File: config.mk
export PLATFORM = sky130hd
export DESIGN_NAME = counting_semaphore_wait_queue_unit
export DESIGN_NICKNAME = d
export VERILOG_FILES = /design/src/rtl/csq_pkg.sv /design/src/rtl/csq_cell.sv /design/src/rtl/counting_semaphore_wait_queue_unit.sv
export SDC_FILE = /design/constraint.sdc
export NUM_CORES = 2
export LEC_CHECK = 0
export ABC_AREA = 1
export ABC_CLOCK_PERIOD_IN_PS = 24100
export BUFFER_PORTS_ARGS = -buffer_cell sky130_fd_sc_hd__buf_2
export CORE_ASPECT_RATIO = 0.5
export CORE_UTILIZATION = 45
export CTS_CLUSTER_SIZE = 16
export DETAILED_ROUTE_END_ITERATION = 16
export SLEW_MARGIN = 20
export SYNTH_ARGS = -nofsm -noshare
export SYNTH_HDL_FRONTEND = slang
export SYNTH_HIERARCHICAL = 1
export SYNTH_SLANG_ARGS = --single-unit
File: constraint.sdc
create_clock -name clock -period 24.1 [get_ports clock]
set_input_delay 2.41 -clock clock [delete_from_list [all_inputs] [get_ports clock]]
set_output_delay 2.41 -clock clock [all_outputs]
set_load 0.1 [all_outputs]
File: src/rtl/csq_pkg.sv
// Shared types and constants of the counting semaphore wait queue unit.
package csq_pkg;

   localparam int NUM_SEMS_DEF   = 16;
   localparam int NUM_TASKS_DEF  = 16;
   localparam int COUNT_BITS_DEF = 16;
   localparam int PRI_BITS_DEF   = 8;

   // Width of the fixed task number field of the interface.
   localparam int TASK_FIELD_W = 5;

   typedef enum logic [2:0] {
      CMD_CREATE     = 3'd0,
      CMD_CREATE_ANY = 3'd1,
      CMD_DELETE     = 3'd2,
      CMD_SIGNAL     = 3'd3,
      CMD_POLL       = 3'd4,
      CMD_WAIT       = 3'd5,
      CMD_REFER      = 3'd6,
      CMD_DROP       = 3'd7
   } cmd_type;

   typedef enum logic [2:0] {
      ST_OK          = 3'd0,
      ST_BAD_ID      = 3'd1,
      ST_EXISTS      = 3'd2,
      ST_NOT_EXISTS  = 3'd3,
      ST_OVERFLOW    = 3'd4,
      ST_WOULD_BLOCK = 3'd5,
      ST_NO_FREE_ID  = 3'd6,
      ST_QUEUED      = 3'd7
   } status_type;

   typedef enum logic {
      FSM_IDLE,
      FSM_EXEC
   } fsm_type;

   typedef enum logic [1:0] {
      OP_NONE   = 2'd0,
      OP_INSERT = 2'd1,
      OP_REMOVE = 2'd2
   } cell_op_type;

endpackage

File: src/rtl/csq_cell.sv
// One task cell: the semaphore a task waits on, its queue position and priority.
module csq_cell #(
   parameter int IDX      = 0,
   parameter int SW       = 5,
   parameter int TW       = 5,
   parameter int PRI_BITS = 8
) (
   input  logic                         clock,
   input  logic                         reset,
   input  csq_pkg::cell_op_type         op,
   input  logic [csq_pkg::TASK_FIELD_W-1:0] op_task,
   input  logic [SW-1:0]                op_sem,
   input  logic [TW-1:0]                op_pos,
   input  logic [PRI_BITS-1:0]          op_pri,
   output logic [SW-1:0]                sem,
   output logic [TW-1:0]                pos,
   output logic [PRI_BITS-1:0]          pri
);
   import csq_pkg::*;

   logic [SW-1:0]       sem_ff, sem_in;
   logic [TW-1:0]       pos_ff, pos_in;
   logic [PRI_BITS-1:0] pri_ff, pri_in;
   logic                self_hit;
   logic                same_sem;

   assign self_hit = (32'(op_task) == 32'(IDX + 1));
   assign same_sem = (sem_ff == op_sem) && (sem_ff != '0);

   always_comb begin
      sem_in = sem_ff;
      pos_in = pos_ff;
      pri_in = pri_ff;
      case (op)
         OP_INSERT: begin
            if (self_hit) begin
               sem_in = op_sem;
               pos_in = op_pos;
               pri_in = op_pri;
            end else if (same_sem && pos_ff >= op_pos) begin
               pos_in = pos_ff + TW'(1);
            end
         end
         OP_REMOVE: begin
            if (self_hit) begin
               sem_in = '0;
            end else if (same_sem && pos_ff > op_pos) begin
               pos_in = pos_ff - TW'(1);
            end
         end
         default: begin
         end
      endcase
   end

   always_ff @(posedge clock) begin
      if (reset) begin
         sem_ff <= '0;
      end else begin
         sem_ff <= sem_in;
      end
      pos_ff <= pos_in;
      pri_ff <= pri_in;
   end

   assign sem = sem_ff;
   assign pos = pos_ff;
   assign pri = pri_ff;

endmodule

File: src/rtl/counting_semaphore_wait_queue_unit.sv
// Top level of the counting semaphore table with ordered wait queues.
//
// The unit keeps NUM_SEMS counting semaphores and a row of NUM_TASKS task
// cells. Each cell records which semaphore its task waits on and the task's
// place in that queue, so a queue is the set of cells sharing a semaphore
// number, ranked by position. A request is taken into the request register
// and executed when its result is written to the output register; no new
// request is taken until then. A delete releases one head waiter per cycle
// while its results are taken, until the queue is empty. A stalled result
// holds the unit until it is taken. Priority queues place a new waiter after
// every waiter of equal or lower value, so equal priorities keep arrival
// order. All semaphores are inactive and no task waits after reset.
module counting_semaphore_wait_queue_unit #(
   parameter int NUM_SEMS   = csq_pkg::NUM_SEMS_DEF,
   parameter int NUM_TASKS  = csq_pkg::NUM_TASKS_DEF,
   parameter int COUNT_BITS = csq_pkg::COUNT_BITS_DEF,
   parameter int PRI_BITS   = csq_pkg::PRI_BITS_DEF
) (
   input  logic        clock,
   input  logic        reset,
   input  logic        req_tvalid,
   output logic        req_tready,
   // sem_id[7:0], task_id[12:8], task_priority[20:13], fifo_order[21],
   // init_count[37:22], max_count[53:38], zero fill[55:54]
   input  logic [55:0] req_tdata,
   // command[2:0]
   input  logic [2:0]  req_tuser,
   output logic        rsp_tvalid,
   input  logic        rsp_tready,
   // sem_id_out[4:0], woken_valid[5], woken_task[10:6], woken_by_delete[11],
   // current_count[27:12], first_waiter[32:28], zero fill[39:33]
   output logic [39:0] rsp_tdata,
   // status[2:0]
   output logic [2:0]  rsp_tuser,
   output logic        rsp_tlast
);
   import csq_pkg::*;

   localparam int SW  = $clog2(NUM_SEMS + 1);
   localparam int TW  = $clog2(NUM_TASKS + 1);
   localparam int SIW = (NUM_SEMS > 1) ? $clog2(NUM_SEMS) : 1;
   localparam int TIW = (NUM_TASKS > 1) ? $clog2(NUM_TASKS) : 1;

   // Request register.
   fsm_type                 state_ff, state_in;
   cmd_type                 cmd_ff;
   logic [7:0]              sem_ff;
   logic [TASK_FIELD_W-1:0] task_ff;
   logic [PRI_BITS-1:0]     pri_ff;
   logic                    fifo_ff;
   logic [COUNT_BITS-1:0]   ic_ff;
   logic [COUNT_BITS-1:0]   mc_ff;
   logic [15:0]             pri_wide;
   logic [31:0]             ic_wide, mc_wide;

   // Semaphore table.
   logic                  active_ff [NUM_SEMS];
   logic                  mode_ff   [NUM_SEMS];
   logic [COUNT_BITS-1:0] count_ff  [NUM_SEMS];
   logic [COUNT_BITS-1:0] limit_ff  [NUM_SEMS];

   // Task cells.
   logic [SW-1:0]       cell_sem [NUM_TASKS];
   logic [TW-1:0]       cell_pos [NUM_TASKS];
   logic [PRI_BITS-1:0] cell_pri [NUM_TASKS];
   logic [NUM_TASKS-1:0] member, head_hit, ranked_ahead;
   cell_op_type          op;
   logic [TASK_FIELD_W-1:0] op_task;
   logic [TW-1:0]        op_pos;

   // Execution.
   logic                  free_found;
   logic [SIW-1:0]        free_idx;
   logic [7:0]            eff_sem;
   logic                  sem_ok;
   logic [SIW-1:0]        sidx;
   logic [SW-1:0]         sem_key;
   logic                  task_ok;
   logic [TIW-1:0]        tidx;
   logic [TW-1:0]         n_members, n_ahead;
   logic [TASK_FIELD_W-1:0] head_task;
   logic [COUNT_BITS:0]   count_inc;
   logic                  fire;
   logic                  tbl_create, tbl_clear, cnt_we;
   logic [COUNT_BITS-1:0] cnt_val;
   logic [31:0]           cnt_wide;

   // Output register.
   logic        rsp_valid_ff;
   status_type  status_ff, status_in;
   logic [4:0]  sid_ff, sid_in;
   logic        wv_ff, wv_in;
   logic [4:0]  wt_ff, wt_in;
   logic        wd_ff, wd_in;
   logic [15:0] cc_ff, cc_in;
   logic [4:0]  fw_ff, fw_in;
   logic        last_ff, last_in;

   assign req_tready = (state_ff == FSM_IDLE);
   assign pri_wide   = {8'd0, req_tdata[20:13]};
   assign ic_wide    = {16'd0, req_tdata[37:22]};
   assign mc_wide    = {16'd0, req_tdata[53:38]};

   always_ff @(posedge clock) begin
      if (reset) begin
         state_ff <= FSM_IDLE;
      end else begin
         state_ff <= state_in;
      end
      if (req_tvalid && req_tready) begin
         cmd_ff  <= cmd_type'(req_tuser);
         sem_ff  <= req_tdata[7:0];
         task_ff <= req_tdata[12:8];
         pri_ff  <= pri_wide[PRI_BITS-1:0];
         fifo_ff <= req_tdata[21];
         ic_ff   <= ic_wide[COUNT_BITS-1:0];
         mc_ff   <= mc_wide[COUNT_BITS-1:0];
      end
   end

   // Lowest inactive semaphore for create_any.
   always_comb begin
      free_found = 1'b0;
      free_idx   = '0;
      for (int i = NUM_SEMS - 1; i >= 0; i--) begin
         if (!active_ff[i]) begin
            free_found = 1'b1;
            free_idx   = SIW'(i);
         end
      end
   end

   assign eff_sem = (cmd_ff == CMD_CREATE_ANY) ? 8'(32'(free_idx) + 1) : sem_ff;
   assign sem_ok  = (eff_sem >= 8'd1) && (32'(eff_sem) <= NUM_SEMS);
   assign sidx    = SIW'(32'(eff_sem) - 1);
   assign sem_key = SW'(eff_sem);
   assign task_ok = (task_ff >= TASK_FIELD_W'(1)) && (32'(task_ff) <= NUM_TASKS);
   assign tidx    = TIW'(32'(task_ff) - 1);

   always_comb begin
      head_task = '0;
      for (int i = 0; i < NUM_TASKS; i++) begin
         member[i]       = sem_ok && (cell_sem[i] == sem_key);
         head_hit[i]     = member[i] && (cell_pos[i] == '0);
         ranked_ahead[i] = member[i] && (cell_pri[i] <= pri_ff);
         if (head_hit[i]) begin
            head_task = TASK_FIELD_W'(i + 1);
         end
      end
   end

   assign n_members = TW'($countones(member));
   assign n_ahead   = TW'($countones(ranked_ahead));
   assign count_inc = {1'b0, count_ff[sidx]} + (COUNT_BITS + 1)'(1);
   assign cnt_wide  = 32'(count_ff[sidx]);

   generate
      for (genvar g = 0; g < NUM_TASKS; g++) begin : g_cell
         csq_cell #(
            .IDX      (g),
            .SW       (SW),
            .TW       (TW),
            .PRI_BITS (PRI_BITS)
         ) u_cell (
            .clock   (clock),
            .reset   (reset),
            .op      (op),
            .op_task (op_task),
            .op_sem  (sem_key),
            .op_pos  (op_pos),
            .op_pri  (pri_ff),
            .sem     (cell_sem[g]),
            .pos     (cell_pos[g]),
            .pri     (cell_pri[g])
         );
      end
   endgenerate

   assign fire = (state_ff == FSM_EXEC) && (!rsp_valid_ff || rsp_tready);

   always_comb begin
      state_in   = state_ff;
      op         = OP_NONE;
      op_task    = '0;
      op_pos     = '0;
      tbl_create = 1'b0;
      tbl_clear  = 1'b0;
      cnt_we     = 1'b0;
      cnt_val    = count_ff[sidx];
      status_in  = ST_OK;
      sid_in     = eff_sem[4:0];
      wv_in      = 1'b0;
      wt_in      = '0;
      wd_in      = 1'b0;
      cc_in      = '0;
      fw_in      = '0;
      last_in    = 1'b1;
      if (state_ff == FSM_IDLE) begin
         if (req_tvalid) begin
            state_in = FSM_EXEC;
         end
      end else if (fire) begin
         state_in = FSM_IDLE;
         if (cmd_ff == CMD_CREATE_ANY && !free_found) begin
            status_in = ST_NO_FREE_ID;
            sid_in    = '0;
         end else if (!sem_ok) begin
            status_in = ST_BAD_ID;
         end else if (cmd_ff == CMD_CREATE || cmd_ff == CMD_CREATE_ANY) begin
            if (active_ff[sidx]) begin
               status_in = ST_EXISTS;
            end else begin
               tbl_create = 1'b1;
            end
         end else if (!active_ff[sidx]) begin
            status_in = ST_NOT_EXISTS;
         end else begin
            case (cmd_ff)
               CMD_DELETE: begin
                  if (n_members == '0) begin
                     tbl_clear = 1'b1;
                  end else begin
                     // Release the head; the rest move up one place.
                     op      = OP_REMOVE;
                     op_task = head_task;
                     wv_in   = 1'b1;
                     wt_in   = head_task;
                     wd_in   = 1'b1;
                     if (n_members == TW'(1)) begin
                        tbl_clear = 1'b1;
                     end else begin
                        last_in  = 1'b0;
                        state_in = FSM_EXEC;
                     end
                  end
               end
               CMD_SIGNAL: begin
                  if (n_members != '0) begin
                     op      = OP_REMOVE;
                     op_task = head_task;
                     wv_in   = 1'b1;
                     wt_in   = head_task;
                  end else if (count_inc > {1'b0, limit_ff[sidx]}) begin
                     status_in = ST_OVERFLOW;
                  end else begin
                     cnt_we  = 1'b1;
                     cnt_val = count_inc[COUNT_BITS-1:0];
                  end
               end
               CMD_POLL, CMD_WAIT: begin
                  if (count_ff[sidx] != '0) begin
                     cnt_we  = 1'b1;
                     cnt_val = count_ff[sidx] - COUNT_BITS'(1);
                  end else if (cmd_ff == CMD_POLL) begin
                     status_in = ST_WOULD_BLOCK;
                  end else if (!task_ok) begin
                     status_in = ST_BAD_ID;
                  end else if (cell_sem[tidx] != '0) begin
                     status_in = ST_EXISTS;
                  end else begin
                     op        = OP_INSERT;
                     op_task   = task_ff;
                     op_pos    = mode_ff[sidx] ? n_members : n_ahead;
                     status_in = ST_QUEUED;
                  end
               end
               CMD_REFER: begin
                  cc_in = cnt_wide[15:0];
                  fw_in = head_task;
               end
               default: begin
                  if (!task_ok || cell_sem[tidx] != sem_key) begin
                     status_in = ST_NOT_EXISTS;
                  end else begin
                     op      = OP_REMOVE;
                     op_task = task_ff;
                     op_pos  = cell_pos[tidx];
                  end
               end
            endcase
         end
      end
   end

   always_ff @(posedge clock) begin
      for (int i = 0; i < NUM_SEMS; i++) begin
         if (reset) begin
            active_ff[i] <= 1'b0;
         end else if (SIW'(i) == sidx && tbl_create) begin
            active_ff[i] <= 1'b1;
         end else if (SIW'(i) == sidx && tbl_clear) begin
            active_ff[i] <= 1'b0;
         end
      end
      if (tbl_create) begin
         mode_ff[sidx]  <= fifo_ff;
         count_ff[sidx] <= ic_ff;
         limit_ff[sidx] <= mc_ff;
      end else if (cnt_we) begin
         count_ff[sidx] <= cnt_val;
      end
   end

   always_ff @(posedge clock) begin
      if (reset) begin
         rsp_valid_ff <= 1'b0;
      end else if (fire) begin
         rsp_valid_ff <= 1'b1;
      end else if (rsp_tready) begin
         rsp_valid_ff <= 1'b0;
      end
      if (fire) begin
         status_ff <= status_in;
         sid_ff    <= sid_in;
         wv_ff     <= wv_in;
         wt_ff     <= wt_in;
         wd_ff     <= wd_in;
         cc_ff     <= cc_in;
         fw_ff     <= fw_in;
         last_ff   <= last_in;
      end
   end

   assign rsp_tvalid = rsp_valid_ff;
   assign rsp_tuser  = status_ff;
   assign rsp_tlast  = last_ff;
   assign rsp_tdata  = {7'd0, fw_ff, cc_ff, wd_ff, wt_ff, wv_ff, sid_ff};

`ifndef SYNTHESIS
   // Positions within one queue are distinct, so at most one head exists.
   a_single_head: assert property (@(posedge clock) disable iff (reset)
      (state_ff == FSM_EXEC) |-> $onehot0(head_hit))
      else $error("more than one head waiter for a semaphore");

   // A release always names a real task.
   a_woken_named: assert property (@(posedge clock) disable iff (reset)
      (rsp_valid_ff && wv_ff) |-> (wt_ff != '0))
      else $error("release without a task number");

   // A delete that is not finished keeps the unit busy.
   a_delete_continues: assert property (@(posedge clock) disable iff (reset)
      (fire && !last_in) |=> (state_ff == FSM_EXEC))
      else $error("delete stopped before its last waiter");
`endif

endmodule

# After elaboration in Yosys (flattened, before gate mapping)
# Memories as Yosys holds them, arrays and structs flattened.
# Cells that the tools add are included.
[classes]
reduce_logical = 234
mul = 0
div = 0
order_cmp = 54
n_addsub = 67
n_eq_ne = 137
shifts = 0
bitwise = 39
mux = 442
[op_table]
columns = ["operator", "count"]
rows = [
  ["2-to-1 mux 5 bit", 142],
  ["one-hot mux 5 bit (2 select lines)", 34],
  ["2-to-1 mux 1 bit", 210],
  ["2-to-1 mux 16 bit", 10],
  ["logical AND 1 bit", 133],
  ["less-or-equal comparator 8 bit", 16],
  ["inequality test 2 x 1 -> 1 bit, second input constant", 48],
  ["nonzero test 5 bit", 18],
  ["zero test 5 bit", 17],
  ["adder 5 x 1 -> 5 bit, second input constant", 16],
  ["equality test 5 bit", 16],
  [">= comparator 5 bit", 16],
  ["greater-than comparator 5 bit", 16],
  ["subtractor 5 x 1 -> 5 bit, second input constant", 16],
  ["2-to-1 mux 4 bit", 16],
  ["AND reduction 4 bit", 16],
  ["inequality test 3 x 1 -> 1 bit, second input constant", 16],
  ["AND reduction 3 bit", 16],
  ["binary-select mux 5 bit (select 4 bit)", 2],
  ["equality test 5 x 4 -> 1 bit, second input constant", 8],
  ["OR 1 bit", 33],
  ["adder 1 x 1 -> 2 bit", 16],
  ["equality test 4 bit, first input constant", 8],
  ["inequality test 2 bit, second input constant", 16],
  ["other kinds (47)", 118],
]
[totals]
latch_bits = 0
mem_bits_ro = 0
mem_count = 4
output_inout_bits = 46
register_bits = 384
input_bits = 63
ram_bits = 544
[memory_table]
columns = ["memory", "words", "width", "read_ports", "rd_clocked_by_memory_dff", "wr", "line_no", "text"]
rows = [
  ["count_ff", 16, 16, 1, 0, 1, "counting_semaphore_wait_queue_unit.sv:59", "logic [COUNT_BITS-1:0] count_ff [NUM_SEMS];"],
  ["limit_ff", 16, 16, 1, 0, 1, "counting_semaphore_wait_queue_unit.sv:60", "logic [COUNT_BITS-1:0] limit_ff [NUM_SEMS];"],
  ["active_ff", 16, 1, 17, 0, 16, "counting_semaphore_wait_queue_unit.sv:57", "logic active_ff [NUM_SEMS];"],
  ["mode_ff", 16, 1, 1, 0, 1, "counting_semaphore_wait_queue_unit.sv:58", "logic mode_ff [NUM_SEMS];"],
]

# Logic depth before layout (Yosys ltp)
# An unclocked memory read counts as a cell.
[logic_depth]
ltp_word = 50
ltp_mapped = 61
ltp_nobuf = 51

# Modules after synthesis
# The synthesis kept the hierarchy.
[modules_own_cells]
columns = ["module", "n_inst", "area_each_um2", "cells_each"]
rows = [
  ["counting_semaphore_wait_queue_unit", 1, 34322.9, 3466],
  ["csq_cell (g_cell[4].u_cell ...)", 4, 1104.8, 135],
  ["csq_cell (g_cell[12].u_cell ...)", 2, 1127.3, 138],
  ["csq_cell (g_cell[0].u_cell ...)", 2, 1124.8, 139],
  ["csq_cell (g_cell[10].u_cell ...)", 2, 1104.8, 136],
  ["csq_cell (g_cell[3].u_cell ...)", 2, 1101.1, 134],
  ["csq_cell (g_cell[11].u_cell)", 1, 1121.1, 137],
  ["csq_cell (g_cell[15].u_cell)", 1, 1101.1, 133],
  ["csq_cell (g_cell[2].u_cell)", 1, 1098.6, 135],
  ["csq_cell (g_cell[14].u_cell)", 1, 1094.8, 134],
]

# Worst setup path after synthesis
# No wires, ideal clock.
[synth_timing]
path_kind = "reg2reg"
from = "reg cmd_ff[2]"
to = "reg g_cell[15].u_cell.pos_ff[0], enable pin"
setup_ns = 0.351
path_slack_ns = 12.218
stages_incl_launch_ff = 51
t_arrival_ns = 11.530
path_cell_list = "edfxtp_1 nor2_4 nand2_4 inv_2 or2_2 nand2_2 buf_6 inv_2 buf_6 buf_6 buf_6 buf_6 buf_2 clkbuf_1 buf_2 buf_1 ha_1 nor3_1 (+15 left out) ha_1 inv_1 fa_1 nor2_1 o21ai_0 nand2_1 o21ai_0 o21ai_1 inv_1 nor4_1 inv_1 ha_1 nand2_1 nor2_1 a21oi_1 nand2_1 nand2_1 a21oi_1"
[synth_lines]
columns = ["element", "line_no", "text"]
rows = [
  ["start, declared", "counting_semaphore_wait_queue_unit.sv:46", "cmd_type cmd_ff;"],
  ["start signal, assigned", "counting_semaphore_wait_queue_unit.sv:111", "cmd_ff <= cmd_type'(req_tuser);"],
  ["equality test 3 x 1 -> 1 bit *", "counting_semaphore_wait_queue_unit.sv:133", "assign eff_sem = (cmd_ff == CMD_CREATE_ANY) ? 8'(32'(free_idx) + 1) : sem_ff;"],
  ["2-to-1 mux 8 bit *", "counting_semaphore_wait_queue_unit.sv:133", ""],
  ["net eff_sem[0]", "counting_semaphore_wait_queue_unit.sv:74", "logic [7:0] eff_sem;"],
  [">= comparator 8 x 1 -> 1 bit / less-or-equal comparator 8 x 5 -> 1 bit (equally long branches)", "counting_semaphore_wait_queue_unit.sv:134", "assign sem_ok = (eff_sem >= 8'd1) && (32'(eff_sem) <= NUM_SEMS);"],
  ["logical AND 1 bit", "counting_semaphore_wait_queue_unit.sv:134", ""],
  ["logical AND 1 bit", "counting_semaphore_wait_queue_unit.sv:143", "member[i] = sem_ok && (cell_sem[i] == sem_key);"],
  ["logical AND 1 bit", "counting_semaphore_wait_queue_unit.sv:145", "ranked_ahead[i] = member[i] && (cell_pri[i] <= pri_ff);"],
  ["adder 1 x 1 -> 2 bit (implied by the code)", "counting_semaphore_wait_queue_unit.sv:153", "assign n_ahead = TW'($countones(ranked_ahead));"],
  ["(+12 left out)", "-", ""],
  ["2-to-1 mux 5 bit *", "counting_semaphore_wait_queue_unit.sv:204", "if (cmd_ff == CMD_CREATE_ANY && !free_found) begin"],
  ["2-to-1 mux 5 bit *", "counting_semaphore_wait_queue_unit.sv:202", "end else if (fire) begin"],
  ["2-to-1 mux 5 bit *", "counting_semaphore_wait_queue_unit.sv:198", "if (state_ff == FSM_IDLE) begin"],
  ["net op_pos[4]", "counting_semaphore_wait_queue_unit.sv:69", "logic [TW-1:0] op_pos;"],
  [">= comparator 5 bit / greater-than comparator 5 bit (equally long branches)", "csq_cell.sv:40, csq_cell.sv:47", ""],
  ["logical AND 1 bit (on tied branches)", "csq_cell.sv:40, csq_cell.sv:47", ""],
  ["inequality test 3 x 1 -> 1 bit (no line) / inequality test 2 x 1 -> 1 bit (equally long branches)", "-", ""],
  ["AND reduction 4 bit (no line) *", "-", ""],
  ["end signal, assigned", "csq_cell.sv:62", "pos_ff <= pos_in;"],
  ["end, declared", "csq_cell.sv:22", "logic [TW-1:0] pos_ff, pos_in;"],
]
# Mark *: on every way through the listed nets, which the timed path passes. The rest lies on a longest branch.
# A chain may end at the register's enable or synchronous reset.

# Worst setup path in the final report
[layout_timing]
from = "reg cmd_ff[2]"
to = "reg g_cell[5].u_cell.pos_ff[1], enable pin"
[layout_lines]
columns = ["element", "line_no", "text"]
rows = [
  ["equality test 3 x 1 -> 1 bit", "counting_semaphore_wait_queue_unit.sv:133, counting_semaphore_wait_queue_unit.sv:204, counting_semaphore_wait_queue_unit.sv:209", ""],
  ["2-to-1 mux 8 bit", "counting_semaphore_wait_queue_unit.sv:133", ""],
  [">= comparator 8 x 1 -> 1 bit / less-or-equal comparator 8 x 5 -> 1 bit (equally long branches)", "counting_semaphore_wait_queue_unit.sv:134", ""],
  ["logical AND 1 bit", "counting_semaphore_wait_queue_unit.sv:134", ""],
  ["logical AND 1 bit", "counting_semaphore_wait_queue_unit.sv:143", ""],
  ["logical AND 1 bit", "counting_semaphore_wait_queue_unit.sv:144", "head_hit[i] = member[i] && (cell_pos[i] == '0);"],
  ["2-to-1 mux 5 bit (14 in series)", "counting_semaphore_wait_queue_unit.sv:146", "if (head_hit[i]) begin"],
  ["2-to-1 mux 5 bit (on tied branches)", "counting_semaphore_wait_queue_unit.sv:238, counting_semaphore_wait_queue_unit.sv:220", ""],
  ["(+3 left out)", "-", ""],
  ["2-to-1 mux 5 bit", "counting_semaphore_wait_queue_unit.sv:207", "end else if (!sem_ok) begin"],
  ["2-to-1 mux 5 bit *", "counting_semaphore_wait_queue_unit.sv:204", ""],
  ["2-to-1 mux 5 bit *", "counting_semaphore_wait_queue_unit.sv:202", ""],
  ["2-to-1 mux 5 bit *", "counting_semaphore_wait_queue_unit.sv:198", ""],
  ["net op_task[4]", "counting_semaphore_wait_queue_unit.sv:68", "logic [TASK_FIELD_W-1:0] op_task;"],
  ["equality test 5 x 3 -> 1 bit *", "csq_cell.sv:27", "assign self_hit = (32'(op_task) == 32'(IDX + 1));"],
  ["inequality test 3 x 1 -> 1 bit (no line) / inequality test 2 bit (equally long branches)", "-", ""],
  ["AND reduction 4 bit (no line) *", "-", ""],
  ["end signal, assigned", "csq_cell.sv:62", ""],
  ["end, declared", "csq_cell.sv:22", ""],
]
# Marked as above.

==> impl_metrics.yaml <==
floorplan:
  coreArea_sq_mm: 0.1138
  dieArea_sq_mm: 0.1172
  pin_count: 109
  row_count: 87
  die_height_microns: 242.5
  die_width_microns: 483.1
  start_util_pct: 45.78
synthesis:
  synthFlopType: "edfxtp_1"
  yosysUniqueCellTypes: 75
  synth_edf_count: 846
  syn_area_sq_mm: 0.05207
  yosys-top-cells-area: "edfxtp_1 (49%), nand2_1 (8.5%), ha_1 (6.7%)"
  syn_inst: 5639
  synth_common_cells: "nand2_1 (1,177), edfxtp_1 (846), nor2_1 (657)"
  syn_area_per_cell_sq_um: 9.235
  synth-seq-cells: 928
  synth.largest_area_cell: "edfxtp_1"
  ys_seq_area_share_pct: 51.94
  synth_top_area_share_pct: 48.79
  async_flop_share_pct: 0
  yosysWarnings: 6
  yosysMostFrequentCell: "nand2_1"
clock_network:
  max-clock-path-buffers: 3
  cts-resized-gates: 0
  cts_setup_buffers: 0
  clkSlewWorstSetupHoldPaths_ps: 70
  cts.sinks: 928
  htree_num_levels: 3
  cts_hold_buf: 0
  cts_tree: "done"
  cts_made_buffers: 87
  clock_latency_ps: 740
  root_buffer: "clkbuf_16"
pwr:
  peakVddDrop_v: 0.00005843
  finalPower_w: 0.003693
  p_per_area_mw_per_mm2: 64.72
  p_leak_nw: 21.60
detailed_routing:
  routedWlPerCell_microns: 21.02
  vias: 41170
  drtIter0Drc: 4188
  dr.pass1.iters: 6
  drc: 0
  ant_nets: 0
  routed_via_density: 5.637
  wirelength_microns: 153500
worst_setup_path:
  slowest_delay_ps: 670
  cp_top_family: "simple AND/OR/NAND/NOR gates"
  critPathLaunch: "cmd_ff[2]"
  r2r-start: "cmd_ff[2]"
  cp_slowest_cell: "fa_1"
  critPathBufInv: 10
  crit_required_ps: 24420
  worstSetupPathType: "reg2reg"
  crit_path_max_fanout: 112
  crit_arrival_ps: 11990
  endpoint_kind: "flop"
  critPathLaunchType: "flop"
timing:
  period_share_pct: 48.40
  finClkSkew_ps: 70.93
  finalHoldViolations: 0
  max_slew_margin_pct: 22.82
  fin_setup_tns_ps: 0
  min_period_ps: 11660
  report.final.slew_viol_count: 0
  fmax_ghz: 0.08574
  rsz0062_at_grt: "no"
  worst_slew_pin_slew_ps: 1156
  setup_viol: 0
  hold_ws_ps: 494.1
finish:
  drive_above_1_share_pct: 9.998
  stdcell_count: 7304
  area_delta_synth_final_pct: 9.570
  insertedDiodeCount: 0
  final_nets: 6079
  final_util_pct: 50.16
global_routing:
  grt_overflow: 0
  grt_pass1_vias: 38810
  grt_start_max_net_pins: 221
  grt_pass1_wl_microns: 231700
  antenna_found_initial: 0
  grt_use_total_pct: 25.74
outcome:
  status: "finished clean"
place:
  dpl.cell_count: 7142
  io_buffers: 99
  hpwl_microns: 98350
  routabilityCongestion: 0.9269
min_path:
  min_from: "g_cell[11].u_cell/sem[4]"
  hold_class: "reg2reg"
job:
  maxCapViolCount: 0
## per-layer routing
metal  share of wire, %  wire, microns  global-route usage [%]  up-vias
met5                  0              0                       0        -
met4                3.1           4707                   8.171        0
met3                7.6          11730                   3.830      283
met2                 46          69920                   41.44     1695
met1                 44          67140                   35.72    19730
li1                   -              -                       -    19460
## kinds of logic after synthesis
family	synth area share, %
flops	51.94
simple gates	19.41
compound gates	12.89
xor+xnor	1.867
other cells	0.007201
fa+ha+maj	7.424
buf+inv	6.459
## worst register-to-register path: cells and delay by family, from the launching register on
kind,cells,cell delay (ps)
flip-flops,1,500
adder cells (fa/ha/maj),7,3240
buffers and inverters,10,2620
AO/OA/AOI/OAI,4,1390
AND/OR/NAND/NOR,14,3360
XOR/XNOR,1,160
## cell type report
type                            count  area [sq um]
Inverter                          603          2276
Clock buffer                      119          2320
Multi-Input combinational cell   3919         21970
Clock inverter                     42         422.9
Fill cell                       10330         56700
Tap cell                         1513          1893
Sequential cell                   928         27050
Timing Repair Buffer              180          1131
## flip-flops by register name, indices dropped and copies added (netlist names), 8 cells and up
signal,cells
active_ff,16
cc_ff,16
count_ff,256
g_cell.u_cell/pos,80
g_cell.u_cell/pri,128
g_cell.u_cell/sem,80
ic_ff,16
limit_ff,256
mc_ff,16
mode_ff,16
pri_ff,8
sem_ff,8
## final timing paths
kind                              end  slack [ps]  cells after the start
max reg2reg   g_cell[5].u_cell/pos[1]       12440                     36
min          g_cell[11].u_cell/sem[4]         490                      2
min reg2reg  g_cell[11].u_cell/sem[4]         490                      2
max           g_cell[5].u_cell/pos[1]       12440                     36
## where the power goes
part	switching (W)	internal [W]	leakage [nW]
Sequential	0.0000152	0.00177	8.37
Clock	0.000648	0.000717	1.32
Combinational	0.000403	0.000142	11.9
## per-stage QoR
stage | setup WS (ps) | area (sq um)
after floorplan | 12220 | 52100
after global routing | 11880 | 57060
after detailed placement | 12730 | 54290
final | 12440 | 57060
after CTS | 12620 | 57030
after global placement | 12870 | 54280
## placed cells by master (no fill, tap or decap), types with 59 or more instances in the layout
cell       instances
o22ai_1           97
buf_2             98
nand3_1          211
inv_1            574
o21ai_0          451
xor2_1            74
edfxtp_1         846
nor2_1           621
buf_4             79
nor2_2            59
dfxtp_1           82
clkbuf_16         87
nand2_1         1176
ha_1             276
a21oi_1          346
No activity file was read; power rests on OpenSTA's default activity.
